$ cat config.mk
export PLATFORM = sky130hd
export DESIGN_NAME = bisulfite_alignment_scorer_core
export DESIGN_NICKNAME = d
export VERILOG_FILES = /design/src/rtl/bas_pkg.sv /design/src/rtl/bas_select.sv /design/src/rtl/bisulfite_alignment_scorer_core.sv
export VERILOG_INCLUDE_DIRS = /design/src /design/src/rtl
export SDC_FILE = /design/constraint.sdc
export NUM_CORES = 2
export LEC_CHECK = 0
export BUFFER_PORTS_ARGS = -buffer_cell sky130_fd_sc_hd__buf_2
export CAP_MARGIN = 20
export CORE_MARGIN = 2
export CORE_UTILIZATION = 50
export CTS_CLUSTER_SIZE = 28
export DETAILED_ROUTE_END_ITERATION = 8
export MAX_ROUTING_LAYER = met4
export PLACE_DENSITY = 0.65
export SYNTH_ARGS = -nofsm -noshare
export SYNTH_HDL_FRONTEND = slang
export SYNTH_HIERARCHICAL = 1
export SYNTH_SLANG_ARGS = --single-unit
$ cat constraint.sdc
create_clock -name aclk -period 10.7 [get_ports aclk]
set_input_delay 0 -clock aclk [delete_from_list [all_inputs] [get_ports aclk]]
set_output_delay 0 -clock aclk [all_outputs]
set_load 0.05 [all_outputs]
$ cat src/rtl/bisulfite_alignment_scorer_core_defines.svh
// ---------------------------------------------------------------------------
// Bisulfite alignment scorer - assertion macros
// Concurrent assertion wrappers, empty when SYNTHESIS is defined.
// ---------------------------------------------------------------------------
`ifndef BISULFITE_ALIGNMENT_SCORER_CORE_DEFINES_SVH
`define BISULFITE_ALIGNMENT_SCORER_CORE_DEFINES_SVH

`ifndef SYNTHESIS
`define BAS_ASSERT_CLK(lbl, clk, rst_n, prop, msg) \
    lbl: assert property (@(posedge clk) disable iff (!rst_n) prop) else $error(msg);
`define BAS_ASSERT(lbl, prop, msg) \
    `BAS_ASSERT_CLK(lbl, aclk, aresetn, prop, msg)
`else
`define BAS_ASSERT_CLK(lbl, clk, rst_n, prop, msg)
`define BAS_ASSERT(lbl, prop, msg)
`endif

`endif

$ cat src/rtl/bas_pkg.sv
// ---------------------------------------------------------------------------
// Bisulfite alignment scorer - package
// Field widths, codes and the matched-base scoring rules.
// ---------------------------------------------------------------------------
package bas_pkg;

    localparam int NUM_GENOMES_DEF = 7;
    localparam int CT_GENOMES_DEF  = 4;
    localparam int TOTAL_WIDTH_DEF = 32;

    localparam int MODE_W     = 2;
    localparam int GENOME_W   = 3;
    localparam int BASE_W     = 3;
    localparam int LEN_W      = 12;
    localparam int COST_REG_W = 16;
    localparam int PEN_W      = 32;
    localparam int CFG_IDX_W  = 2;
    localparam int IN_DATA_W  = 32;
    localparam int OUT_DATA_W = 40;
    // widest per-item increment: high_cost * run_length
    localparam int INC_W      = COST_REG_W + LEN_W;

    typedef enum logic [MODE_W-1:0] {
        MODE_MATCH    = 2'd0,
        MODE_DEL      = 2'd1,
        MODE_INS      = 2'd2,
        MODE_UNMAPPED = 2'd3
    } mode_t;

    typedef enum logic [CFG_IDX_W-1:0] {
        CFG_HIGH   = 2'd0,
        CFG_MEDIUM = 2'd1,
        CFG_LOW    = 2'd2
    } cfg_idx_t;

    typedef enum logic [1:0] {
        SEL_NONE   = 2'd0,
        SEL_LOW    = 2'd1,
        SEL_MEDIUM = 2'd2,
        SEL_HIGH   = 2'd3
    } cost_sel_t;

    localparam logic [BASE_W-1:0] NT_A = 3'd0;
    localparam logic [BASE_W-1:0] NT_C = 3'd1;
    localparam logic [BASE_W-1:0] NT_G = 3'd2;
    localparam logic [BASE_W-1:0] NT_T = 3'd3;

    function automatic logic [BASE_W-1:0] comp_base(input logic [BASE_W-1:0] b,
                                                     input logic rev);
        if (!rev || b > NT_T)
            return b;
        return NT_T - b;
    endfunction

    function automatic cost_sel_t base_cost_sel(input logic ct,
                                                input logic [BASE_W-1:0] rd,
                                                input logic [BASE_W-1:0] rf,
                                                input logic [BASE_W-1:0] nx,
                                                input logic isl);
        logic [BASE_W-1:0] from_b;
        logic [BASE_W-1:0] to_b;
        logic [BASE_W-1:0] partner;
        from_b  = ct ? NT_C : NT_G;
        to_b    = ct ? NT_T : NT_A;
        partner = ct ? NT_G : NT_C;
        if (rd > NT_T || rf > NT_T)
            return SEL_NONE;
        if (rd != from_b && rd != to_b)
            return (rf != rd) ? SEL_HIGH : SEL_NONE;
        if (rd == to_b && rf == from_b) begin
            if (nx == partner)
                return isl ? SEL_MEDIUM : SEL_HIGH;
            return SEL_LOW;
        end
        if (rd == from_b && rf == from_b) begin
            if (nx == partner)
                return isl ? SEL_MEDIUM : SEL_LOW;
            return SEL_HIGH;
        end
        if (rd == from_b && nx == to_b)
            return SEL_HIGH;
        return SEL_NONE;
    endfunction

endpackage

$ cat src/rtl/bas_select.sv
// ---------------------------------------------------------------------------
// Bisulfite alignment scorer - genome selection
// Compare tree picking the smallest total, lowest index on ties.
// ---------------------------------------------------------------------------
module bas_select #(
    parameter int NUM_GENOMES = bas_pkg::NUM_GENOMES_DEF,
    parameter int TOTAL_WIDTH = bas_pkg::TOTAL_WIDTH_DEF
) (
    input  logic [TOTAL_WIDTH-1:0]        totals [NUM_GENOMES],
    output logic [bas_pkg::GENOME_W-1:0]  chosen_genome,
    output logic [bas_pkg::PEN_W-1:0]     best_penalty,
    output logic                          best_saturated
);

    localparam int IW = $clog2(NUM_GENOMES);
    localparam int P  = 2 ** IW;
    localparam int EW = (TOTAL_WIDTH > bas_pkg::PEN_W) ? TOTAL_WIDTH : bas_pkg::PEN_W;

    // heap layout: leaves at P..2P-1, root at 1; unused leaves carry the extra key bit
    logic [TOTAL_WIDTH:0] key_next [2*P];
    logic [IW-1:0]        idx_next [2*P];
    logic [TOTAL_WIDTH-1:0] best_val;
    logic [EW-1:0]          best_ext;

    always_comb begin
        for (int i = 0; i < 2*P; i++) begin
            key_next[i] = '1;
            idx_next[i] = '0;
        end
        for (int i = 0; i < P; i++) begin
            if (i < NUM_GENOMES)
                key_next[P+i] = {1'b0, totals[i]};
            idx_next[P+i] = IW'(i);
        end
        for (int k = P-1; k >= 1; k--) begin
            if (key_next[2*k+1] < key_next[2*k]) begin
                key_next[k] = key_next[2*k+1];
                idx_next[k] = idx_next[2*k+1];
            end else begin
                key_next[k] = key_next[2*k];
                idx_next[k] = idx_next[2*k];
            end
        end
    end

    assign best_val       = key_next[1][TOTAL_WIDTH-1:0];
    assign best_ext       = EW'(best_val);
    assign chosen_genome  = bas_pkg::GENOME_W'(idx_next[1]);
    assign best_penalty   = (best_ext > EW'({bas_pkg::PEN_W{1'b1}})) ?
                            '1 : best_ext[bas_pkg::PEN_W-1:0];
    assign best_saturated = (best_val == {TOTAL_WIDTH{1'b1}});

endmodule

$ cat src/rtl/bisulfite_alignment_scorer_core.sv
// ---------------------------------------------------------------------------
// Bisulfite alignment scorer
// Accumulates per-genome alignment penalties and reports the best genome.
// ---------------------------------------------------------------------------
// Usage:
//   Items arrive on the s_ channel, one alignment event each. s_tlast marks
//   the final item of a read; only that item produces a result on the m_
//   channel (chosen genome, its total, saturation flag).
//   Costs are written through cfg_valid/cfg_index/cfg_data while idle;
//   cfg_ready is always high and indexes past the list are ignored.
//   Pipeline: input register, increment stage (base rules or the 16x12
//   indel multiply), accumulate stage (one saturating add on the addressed
//   total, snapshot and clear on last), compare tree into the output register.
//   Throughput is one item per cycle while not held; a read's result shows
//   on m_tvalid after the input, increment, accumulate and output registers.
//   The whole pipeline advances together; while m_tvalid is high and
//   m_tready low it holds and s_tready drops, so nothing is lost.
//   Reset clears all totals and costs to zero and empties the pipeline.
// ---------------------------------------------------------------------------
module bisulfite_alignment_scorer_core #(
    parameter int NUM_GENOMES = bas_pkg::NUM_GENOMES_DEF,
    parameter int CT_GENOMES  = bas_pkg::CT_GENOMES_DEF,
    parameter int TOTAL_WIDTH = bas_pkg::TOTAL_WIDTH_DEF
) (
    input  logic                             aclk,
    input  logic                             aresetn,
    input  logic                             s_tvalid,
    output logic                             s_tready,
    // mode[1:0] genome_index[4:2] read_base[7:5] ref_base[10:8]
    // next_ref_base[13:11] reverse_strand[14] in_island[15] run_length[27:16]
    input  logic [bas_pkg::IN_DATA_W-1:0]    s_tdata,
    input  logic                             s_tlast,
    output logic                             m_tvalid,
    input  logic                             m_tready,
    // chosen_genome[2:0] best_penalty[34:3] best_saturated[35]
    output logic [bas_pkg::OUT_DATA_W-1:0]   m_tdata,
    input  logic                             cfg_valid,
    output logic                             cfg_ready,
    input  logic [bas_pkg::CFG_IDX_W-1:0]    cfg_index,
    input  logic [bas_pkg::COST_REG_W-1:0]   cfg_data
);

    `include "bisulfite_alignment_scorer_core_defines.svh"

    localparam int GW = $clog2(NUM_GENOMES);
    localparam int SW = ((TOTAL_WIDTH > bas_pkg::INC_W) ? TOTAL_WIDTH : bas_pkg::INC_W) + 1;
    localparam logic [TOTAL_WIDTH-1:0] TOT_MAX = '1;

    logic en;

    logic [bas_pkg::COST_REG_W-1:0] high_cost_reg;
    logic [bas_pkg::COST_REG_W-1:0] medium_cost_reg;
    logic [bas_pkg::COST_REG_W-1:0] low_cost_reg;

    // input register
    logic                          v1_reg;
    bas_pkg::mode_t                mode1_reg;
    logic [bas_pkg::GENOME_W-1:0]  g1_reg;
    logic [bas_pkg::BASE_W-1:0]    rd1_reg;
    logic [bas_pkg::BASE_W-1:0]    rf1_reg;
    logic [bas_pkg::BASE_W-1:0]    nx1_reg;
    logic                          rev1_reg;
    logic                          isl1_reg;
    logic [bas_pkg::LEN_W-1:0]     len1_reg;
    logic                          last1_reg;

    // increment stage
    logic                          v2_reg;
    logic [bas_pkg::GENOME_W-1:0]  g2_reg;
    logic                          unmapped2_reg;
    logic                          last2_reg;
    logic [bas_pkg::INC_W-1:0]     inc2_reg;
    logic [bas_pkg::INC_W-1:0]     inc_next;
    bas_pkg::cost_sel_t            sel_next;
    logic                          ct_next;

    // accumulate stage
    logic [TOTAL_WIDTH-1:0] totals_reg [NUM_GENOMES];
    logic [TOTAL_WIDTH-1:0] upd_next   [NUM_GENOMES];
    logic [TOTAL_WIDTH-1:0] snap_reg   [NUM_GENOMES];
    logic                   v3_reg;
    logic [GW-1:0]          g2_idx;
    logic                   g_ok;
    logic [SW-1:0]          sum_next;
    logic [TOTAL_WIDTH-1:0] new_total;
    logic                   totals_zero;

    // output register
    logic                          m_valid_reg;
    logic [bas_pkg::GENOME_W-1:0]  chosen_reg;
    logic [bas_pkg::PEN_W-1:0]     best_pen_reg;
    logic                          best_sat_reg;
    logic [bas_pkg::GENOME_W-1:0]  chosen_next;
    logic [bas_pkg::PEN_W-1:0]     best_pen_next;
    logic                          best_sat_next;

    assign en        = !m_valid_reg || m_tready;
    assign s_tready  = en;
    assign cfg_ready = 1'b1;
    assign m_tvalid  = m_valid_reg;
    assign m_tdata   = {4'd0, best_sat_reg, best_pen_reg, chosen_reg};

    always_ff @(posedge aclk) begin
        if (!aresetn) begin
            high_cost_reg   <= '0;
            medium_cost_reg <= '0;
            low_cost_reg    <= '0;
        end else if (cfg_valid) begin
            case (cfg_index)
                bas_pkg::CFG_HIGH:   high_cost_reg   <= cfg_data;
                bas_pkg::CFG_MEDIUM: medium_cost_reg <= cfg_data;
                bas_pkg::CFG_LOW:    low_cost_reg    <= cfg_data;
                default: ;
            endcase
        end
    end

    // ---- increment stage logic ----
    always_comb begin
        ct_next  = int'(g1_reg) < CT_GENOMES;
        sel_next = bas_pkg::base_cost_sel(ct_next, rd1_reg,
                                          bas_pkg::comp_base(rf1_reg, rev1_reg),
                                          bas_pkg::comp_base(nx1_reg, rev1_reg),
                                          isl1_reg);
        inc_next = '0;
        case (mode1_reg)
            bas_pkg::MODE_MATCH: begin
                case (sel_next)
                    bas_pkg::SEL_LOW:    inc_next = bas_pkg::INC_W'(low_cost_reg);
                    bas_pkg::SEL_MEDIUM: inc_next = bas_pkg::INC_W'(medium_cost_reg);
                    bas_pkg::SEL_HIGH:   inc_next = bas_pkg::INC_W'(high_cost_reg);
                    default:             inc_next = '0;
                endcase
            end
            bas_pkg::MODE_DEL, bas_pkg::MODE_INS:
                inc_next = bas_pkg::INC_W'(high_cost_reg) * bas_pkg::INC_W'(len1_reg);
            default: inc_next = '0;
        endcase
    end

    // ---- accumulate stage logic: one saturating add on the addressed total ----
    always_comb begin
        g2_idx    = GW'(g2_reg);
        g_ok      = int'(g2_reg) < NUM_GENOMES;
        sum_next  = SW'(totals_reg[g2_idx]) + SW'(inc2_reg);
        if (unmapped2_reg || sum_next > SW'(TOT_MAX))
            new_total = TOT_MAX;
        else
            new_total = sum_next[TOTAL_WIDTH-1:0];
        for (int i = 0; i < NUM_GENOMES; i++)
            upd_next[i] = (g_ok && g2_idx == GW'(i)) ? new_total : totals_reg[i];
    end

    always_comb begin
        totals_zero = 1'b1;
        for (int i = 0; i < NUM_GENOMES; i++)
            if (totals_reg[i] != '0)
                totals_zero = 1'b0;
    end

    bas_select #(
        .NUM_GENOMES (NUM_GENOMES),
        .TOTAL_WIDTH (TOTAL_WIDTH)
    ) u_select (
        .totals         (snap_reg),
        .chosen_genome  (chosen_next),
        .best_penalty   (best_pen_next),
        .best_saturated (best_sat_next)
    );

    // control and state registers
    always_ff @(posedge aclk) begin
        if (!aresetn) begin
            v1_reg      <= 1'b0;
            v2_reg      <= 1'b0;
            v3_reg      <= 1'b0;
            m_valid_reg <= 1'b0;
            for (int i = 0; i < NUM_GENOMES; i++)
                totals_reg[i] <= '0;
        end else if (en) begin
            v1_reg      <= s_tvalid;
            v2_reg      <= v1_reg;
            v3_reg      <= v2_reg && last2_reg;
            m_valid_reg <= v3_reg;
            if (v2_reg) begin
                for (int i = 0; i < NUM_GENOMES; i++)
                    totals_reg[i] <= last2_reg ? '0 : upd_next[i];
            end
        end
    end

    // payload registers
    always_ff @(posedge aclk) begin
        if (en) begin
            if (s_tvalid) begin
                mode1_reg <= bas_pkg::mode_t'(s_tdata[1:0]);
                g1_reg    <= s_tdata[4:2];
                rd1_reg   <= s_tdata[7:5];
                rf1_reg   <= s_tdata[10:8];
                nx1_reg   <= s_tdata[13:11];
                rev1_reg  <= s_tdata[14];
                isl1_reg  <= s_tdata[15];
                len1_reg  <= s_tdata[27:16];
                last1_reg <= s_tlast;
            end
            if (v1_reg) begin
                g2_reg        <= g1_reg;
                unmapped2_reg <= (mode1_reg == bas_pkg::MODE_UNMAPPED);
                last2_reg     <= last1_reg;
                inc2_reg      <= inc_next;
            end
            if (v2_reg && last2_reg)
                snap_reg <= upd_next;
            if (v3_reg) begin
                chosen_reg   <= chosen_next;
                best_pen_reg <= best_pen_next;
                best_sat_reg <= best_sat_next;
            end
        end
    end

    `BAS_ASSERT(a_last_clears, (en && v2_reg && last2_reg) |=> totals_zero, "totals not cleared after last item")
    `BAS_ASSERT(a_result_source, $rose(m_valid_reg) |-> $past(v3_reg), "result without a selected read")
    `BAS_ASSERT(a_unmapped_sat, (en && v2_reg && unmapped2_reg && !last2_reg && g_ok) |=> (totals_reg[$past(g2_idx)] == TOT_MAX), "unmapped mark did not saturate total")

endmodule

; ---- After elaboration in Yosys (flattened, before gate mapping)
; Memories as Yosys holds them, arrays and structs flattened. A register that Yosys moved wholly into a read port is not among the register bits.
; Index checks and enable logic that the tools add are counted.
; Widths: inputs -> output; s select.
[totals]
reg_bits = 374
ram_bits = 224
input_bits = 56
elab_cells = 203
memories = 1
[mem_list]
columns = memory, depth, width, rd, rd_clocked_by_memory_dff, write_ports, line
row1 = totals_reg, 7, 32, 8, 1, 7, bisulfite_alignment_scorer_core.sv:78  ; logic [TOTAL_WIDTH-1:0] totals_reg [NUM_GENOMES];
[classes]
addsub = 3
n_mul = 1
order_cmp = 15
eq_ne = 23
muxes = 93
n_bitwise = 7
reduce_logical = 30
[op_table]
columns = cell, n
row1 = $mux 32, 27
row2 = $lt 32x32->1, 4
row3 = $lt 33x32->1, 2
row4 = $mux 33, 2
row5 = $pmux 28 s2, 1
row6 = $pmux 16 s3, 1
row7 = $mux 2, 21
row8 = $mux 1, 35
row9 = $add 32x28->33, 1
row10 = $gt 33x32->1 const B, 1
row11 = $lt 33x32->1 const A, 1
row12 = $eq 32x32->1 const B, 1
row13 = $gt 32x32->1 const B, 1
row14 = $mul 16x12->28, 1
row15 = $mux 3, 6
row16 = $eq 3x2->1, 5
row17 = $reduce_and 2->1, 7
row18 = $gt 3x2->1 const B, 4
row19 = $logic_and 1x1->1, 12
row20 = $eq 2x2->1 const B, 5
row21 = $eq 3x3->1 const B, 3
row22 = $or 1x1->1, 7
row23 = $eq 2x1->1 const B, 3
row24 = $eq 3x2->1 const B, 2
row25 = 10 further kinds, 19

; ---- Longest topological paths before layout
[depth]
ltp_word = 25
ltp_mapped = 38
mapped_depth_nobuf = 32

; ---- Modules after synthesis
; Netlist, hierarchy kept.
[by_module_without_submodules]
columns = mod, instances, cells_per_inst, area_per_inst_um2, seq_area_each_um2
row1 = bisulfite_alignment_scorer_core, 1, 2942, 33266.9, 17496.8
row2 = bas_select, 1, 1025, 7255.7, 0.0

; ---- Least setup slack after synthesis
; OpenSTA, ideal clock, no wires.
[synth_path]
path_kind = register to register
from = register snap_reg[51] (netlist bit)
to = register best_pen_reg[20] (netlist bit) (data pin)
setup_time_ns = 0.262
t_arrival_ns = 7.483
required_ns = 10.438
path_slack_ns = 2.955
stages_incl_launch_ff = 34
n_path_buf = 6
path_cell_list = edfxtp_1 > ha_1 > nand4_1 > nor3_1 > nand2_1 > a31oi_1 > o311ai_2 > nand2_1 > buf_2 > buf_1 > mux2i_1 > ha_1 > nand4_1 > or3_1 > o221a_2 > o2111a_1 > and4_1 > a311oi_1 > buf_2 > buf_2 > buf_1 > a21oi_1 > ha_1 > a21o_1 > a21o_1 > a21oi_1 > o21ai_0 > a21o_1 > a21oi_1 > o31ai_1 > a211o_1 > a31oi_4 > buf_4 > mux2_1
[synth_between]
elab_chain_len = 7
[synth_lines]
columns = element, line
row1 = from (decl), bisulfite_alignment_scorer_core.sv:80  ; logic [TOTAL_WIDTH-1:0] snap_reg [NUM_GENOMES];
row2 = from (signal assigned), bisulfite_alignment_scorer_core.sv:213  ; snap_reg <= upd_next;
row3 = $lt 32x32->1, bas_select.sv:36  ; if (key_next[2*k+1] < key_next[2*k]) begin
row4 = $mux 32 (*), bas_select.sv:36
row5 = $lt 33x32->1, bas_select.sv:36
row6 = $mux 33 (*), bas_select.sv:36
row7 = $lt 33x32->1, bas_select.sv:36
row8 = $mux 32 (*), bas_select.sv:36
row9 = $gt 32x32->1, bas_select.sv:49  ; assign best_penalty = (best_ext > EW'({bas_pkg::PEN_W{1'b1}})) ?
row10 = to (signal assigned), bisulfite_alignment_scorer_core.sv:216  ; best_pen_reg <= best_pen_next;
row11 = to (decl), bisulfite_alignment_scorer_core.sv:91  ; logic [bas_pkg::PEN_W-1:0] best_pen_reg;
; Every way passes the cells marked *; elsewhere a longest branch is shown, timed or not.
; A chain may end at the register's enable or synchronous reset.

; ---- Worst setup path after layout
[layout_path]
from = register snap_reg[53] (netlist bit)
to = register best_pen_reg[18] (netlist bit) (data pin)
; The elaborated chain is that of the path after synthesis.

==> flow_summary_export.csv <==
group,metric,value,unit
route,vias,30647,
global_route,grt_pass1_wl,176000,um
global_route,gr-total-overflow,0,
power_and_ir_drop,p_sw,0.00180,W
logic_synthesis,synth_fa_ha_area_share,15.7,%
worst_setup_path,slowest_delay,0.65,ns
logic_synthesis,synth_compound_area_share,15.6,%
route,finalWirelength,115000,um
cts,insertion_delay,0.63,ns
logic_synthesis,synth_edf_count,546,
logic_synthesis,synth_xor_area_share,0.929,%
run_status,status,"completed",
route,ant_nets,0,
cts,cts.sinks,601,
sta,period_share,87.6,%
logic_synthesis,async_reset_ff_share,0,%
route,avgRoutedWirePerCell,22.6,um
power_and_ir_drop,p_seq_share,44.2,%
global_route,antenna_found_initial,0,
sta,finalCriticalPeriod,9.37,ns
final_layout,synthToLayoutAreaGrowth,10.1,%
power_and_ir_drop,switching_share,28.9,%
sta,setup_viol,0,
sta,rsz0062_at_grt,"no",
flow_run,max_cap_violations,0,
final_layout,antenna_cells,0,
floorplan,core,80400,sq um
floorplan,die_h,289,um
logic_synthesis,ys.warnings.count,6,
final_layout,layout-drive-gt1-share,8.71,%
power_and_ir_drop,p_per_area,140,nW/um^2
worst_setup_path,critPathCaptureType,"flip-flop",
logic_synthesis,ys.flop_type,"edfxtp_1",
cts,cts_buffers,71,
final_layout,finalInstanceArea,44600,sq um
placement,hpwl,84200,um
worst_setup_path,crit_buf_inv,3,
sta,finalClockSkew,0.0293,ns
placement,dp_slack,1.45,ns
sta,slew_headroom,23.2,%
floorplan,pin_count,99,
worst_setup_path,crit_fanout,64,
power_and_ir_drop,clockPowerShare,38.4,%
cts,tritoncts,"yes",
worst_setup_path,crit_required,11.06,ns
sta,holdWs,0.0585,ns
cts,clk_pin_slew,0.06,ns
floorplan,rows,104,
sta,hold_viol_final,0,
placement,gp_congestion,0.983,
worst_setup_path,crit_slowest_cell,"nand2_2",
logic_synthesis,ys_ff_latch,601,
sta,fmax,107,MHz
logic_synthesis,seq_area_frac_synth,43.2,%
sta,layout_setup_ws,1.33,ns
worst_hold_path,hold_class,"input pin to flip-flop",
final_layout,final_cells,5103,
power_and_ir_drop,power_leakage,17.9,nW
route,drt-pass1-iter-count,6,
logic_synthesis,synthMuxAreaShare,7.13,%
global_route,grt_pass1_vias,29296,
logic_synthesis,yosysUniqueCellTypes,87,
logic_synthesis,synth-simple-area-share,11.5,%
global_route,grt_max_degree,167,
worst_setup_path,path_delay_family,"compound AO/OA/AOI/OAI gates",
floorplan,initial_utilization,50.4,%
worst_setup_path,worst_setup_path_start_kind,"flip-flop",
logic_synthesis,netlist_area,40500,sq um
final_layout,fill_cells,7071,
route,drcViolationCount,0,
logic_synthesis,synth_cells,3967,
worst_setup_path,arrival,9.73,ns
sta,slew_violations,0,
power_and_ir_drop,intPower,0.00444,W
cts,cts_root_buf,"clkbuf_16",
logic_synthesis,synth_top_family_by_area,"adder cells",
cts,htreeDepth,3,
route,vias_per_cell,6.01,
floorplan,die_w,289,um
power_and_ir_drop,peakVddDrop,0.128,mV
cts,cts_buffer_depth,3,
placement,dp_cells,4915,
logic_synthesis,synth_area_per_cell,10.2,sq um
final_layout,nets,4467,
worst_setup_path,critical_path_class,"flip-flop to flip-flop",
floorplan,die-area,83300,sq um
sta,fin_setup_tns,0,ns
route,drt_iter0_markers,2770,
sta,tightest_slew,1.15,ns
placement,portBuffers,89,
placement,placed_cell_area,41800,sq um
power_and_ir_drop,pwr-share-comb,17.5,%
global_route,track_usage,28.7,%
[cells in the final DEF, fill, tap and decap left out, drive strengths merged, types with 71 or more instances in the layout]
master | Yosys | routed
nand2 | 358 | 358
nand4 | 75 | 75
mux2i | 157 | 157
a211oi | 240 | 240
and2 | 71 | 71
inv | 371 | 373
nor2 | 365 | 365
fa | 141 | 141
edfxtp | 546 | 546
buf | 85 | 141
ha | 282 | 282
a21oi | 411 | 411
o21ai | 124 | 124
clkbuf | 166 | 93
[per-stage QoR]
stage | total power [W] | utilization [%]
floorplan | 0.00356 | -
global placement | 0.00383 | 51.9
detailed placement | 0.00384 | 51.9
CTS | 0.00624 | 55.4
global route | 0.00647 | 55.5
finish | 0.00624 | 55.5
[worst reg2reg max path, delay by kind of cell (launching register included)]
kind            cells  cell delay, ns
mux                 2            0.76
simple gates        5            1.67
buf+inv             3            0.97
compound gates     18            4.32
flops               1            0.42
fa+ha+maj           3            0.97
[synth_stat cells (8+ instances only)]
cell type	n	area [sq um]
a211oi_1	239	1790
a21boi_0	51	383
a21o_1	42	315
a21oi_1	410	2050
a22oi_1	9	67.6
a31oi_1	15	93.8
and2_1	71	444
and3_1	8	50.1
and4_1	8	70.1
buf_1	20	75.1
buf_2	55	275
buf_4	10	75.1
clkbuf_1	166	623
dfxtp_1	55	1100
edfxtp_1	546	16400
fa_1	141	2820
ha_1	282	3530
inv_1	370	1390
mux2_1	17	191
mux2_2	44	495
mux2i_1	157	1570
mux4_2	28	631
nand2_1	358	1340
nand2b_1	23	144
nand3_1	31	155
nand4_1	75	469
nor2_1	364	1370
nor2b_1	15	93.8
nor3_1	28	140
nor4_1	15	93.8
o211ai_1	13	97.6
o21a_1	12	90.1
o21ai_0	120	601
o21bai_1	8	60.1
xnor2_1	26	228
xor2_1	17	149
[power by group through the flow]
stage,combinational [W],sequential (W),clock (W)
2_1_floorplan,0.000782,0.00277,0
3_3_place_gp,0.00103,0.00280,0
3_5_place_dp,0.00104,0.00280,0
4_1_cts,0.00106,0.00276,0.00242
5_1_grt,0.00120,0.00277,0.00250
6_report,0.00109,0.00276,0.00240
[logic make-up after synthesis]
logic type	after synthesis
other	2
AOI/OAI and AO/OA	998
muxes	246
DFF	601
adders and majority gates	423
xor gates and xnor gates	43
buffers and inverters	622
and+or+nand+nor	1032
[timing repair]
item                      in CTS  in global routing
setup buffers                  0                  0
hold endpoints to repair      81                  0
gates resized for setup        0                  0
hold buffers                  51                  0
[area by class of cell]
| class | instances | area (sq um) | share of cell area, % |
|---|---|---|---|
| inverters | 371 | 1390 | 3.12 |
| repair buffers | 196 | 1440 | 3.23 |
| flip-flops and latches | 601 | 17500 | 39.2 |
| well taps | 1060 | 1330 | 2.97 |
| clock buffers | 89 | 1900 | 4.25 |
| clock inverters | 39 | 375 | 0.841 |
| multi-input cells | 2747 | 20700 | 46.4 |
[path summary, 6_finish.rpt]
| path | end | slack, ns | startpoint | cells past startpoint |
|---|---|---|---|---|
| setup / recovery | best_pen_reg[18] | 1.33 | snap_reg[53] | 31 |
| hold / removal | m_tvalid | 0.06 | aresetn | 2 |
| setup reg to reg | best_pen_reg[18] | 1.33 | snap_reg[53] | 31 |
| hold reg to reg | last2_reg | 0.43 | last1_reg | 0 |
[layer usage]
layer | routed length (um) | GRT usage, % | up-vias
met5 | 0 | - | -
met4 | 3430 | 8.18 | 0
met3 | 8780 | 4.17 | 165
met2 | 53600 | 44.8 | 1190
met1 | 49600 | 39.2 | 14872
li1 | - | - | 14420
Note: power is estimated with default switching activity, not from simulation.
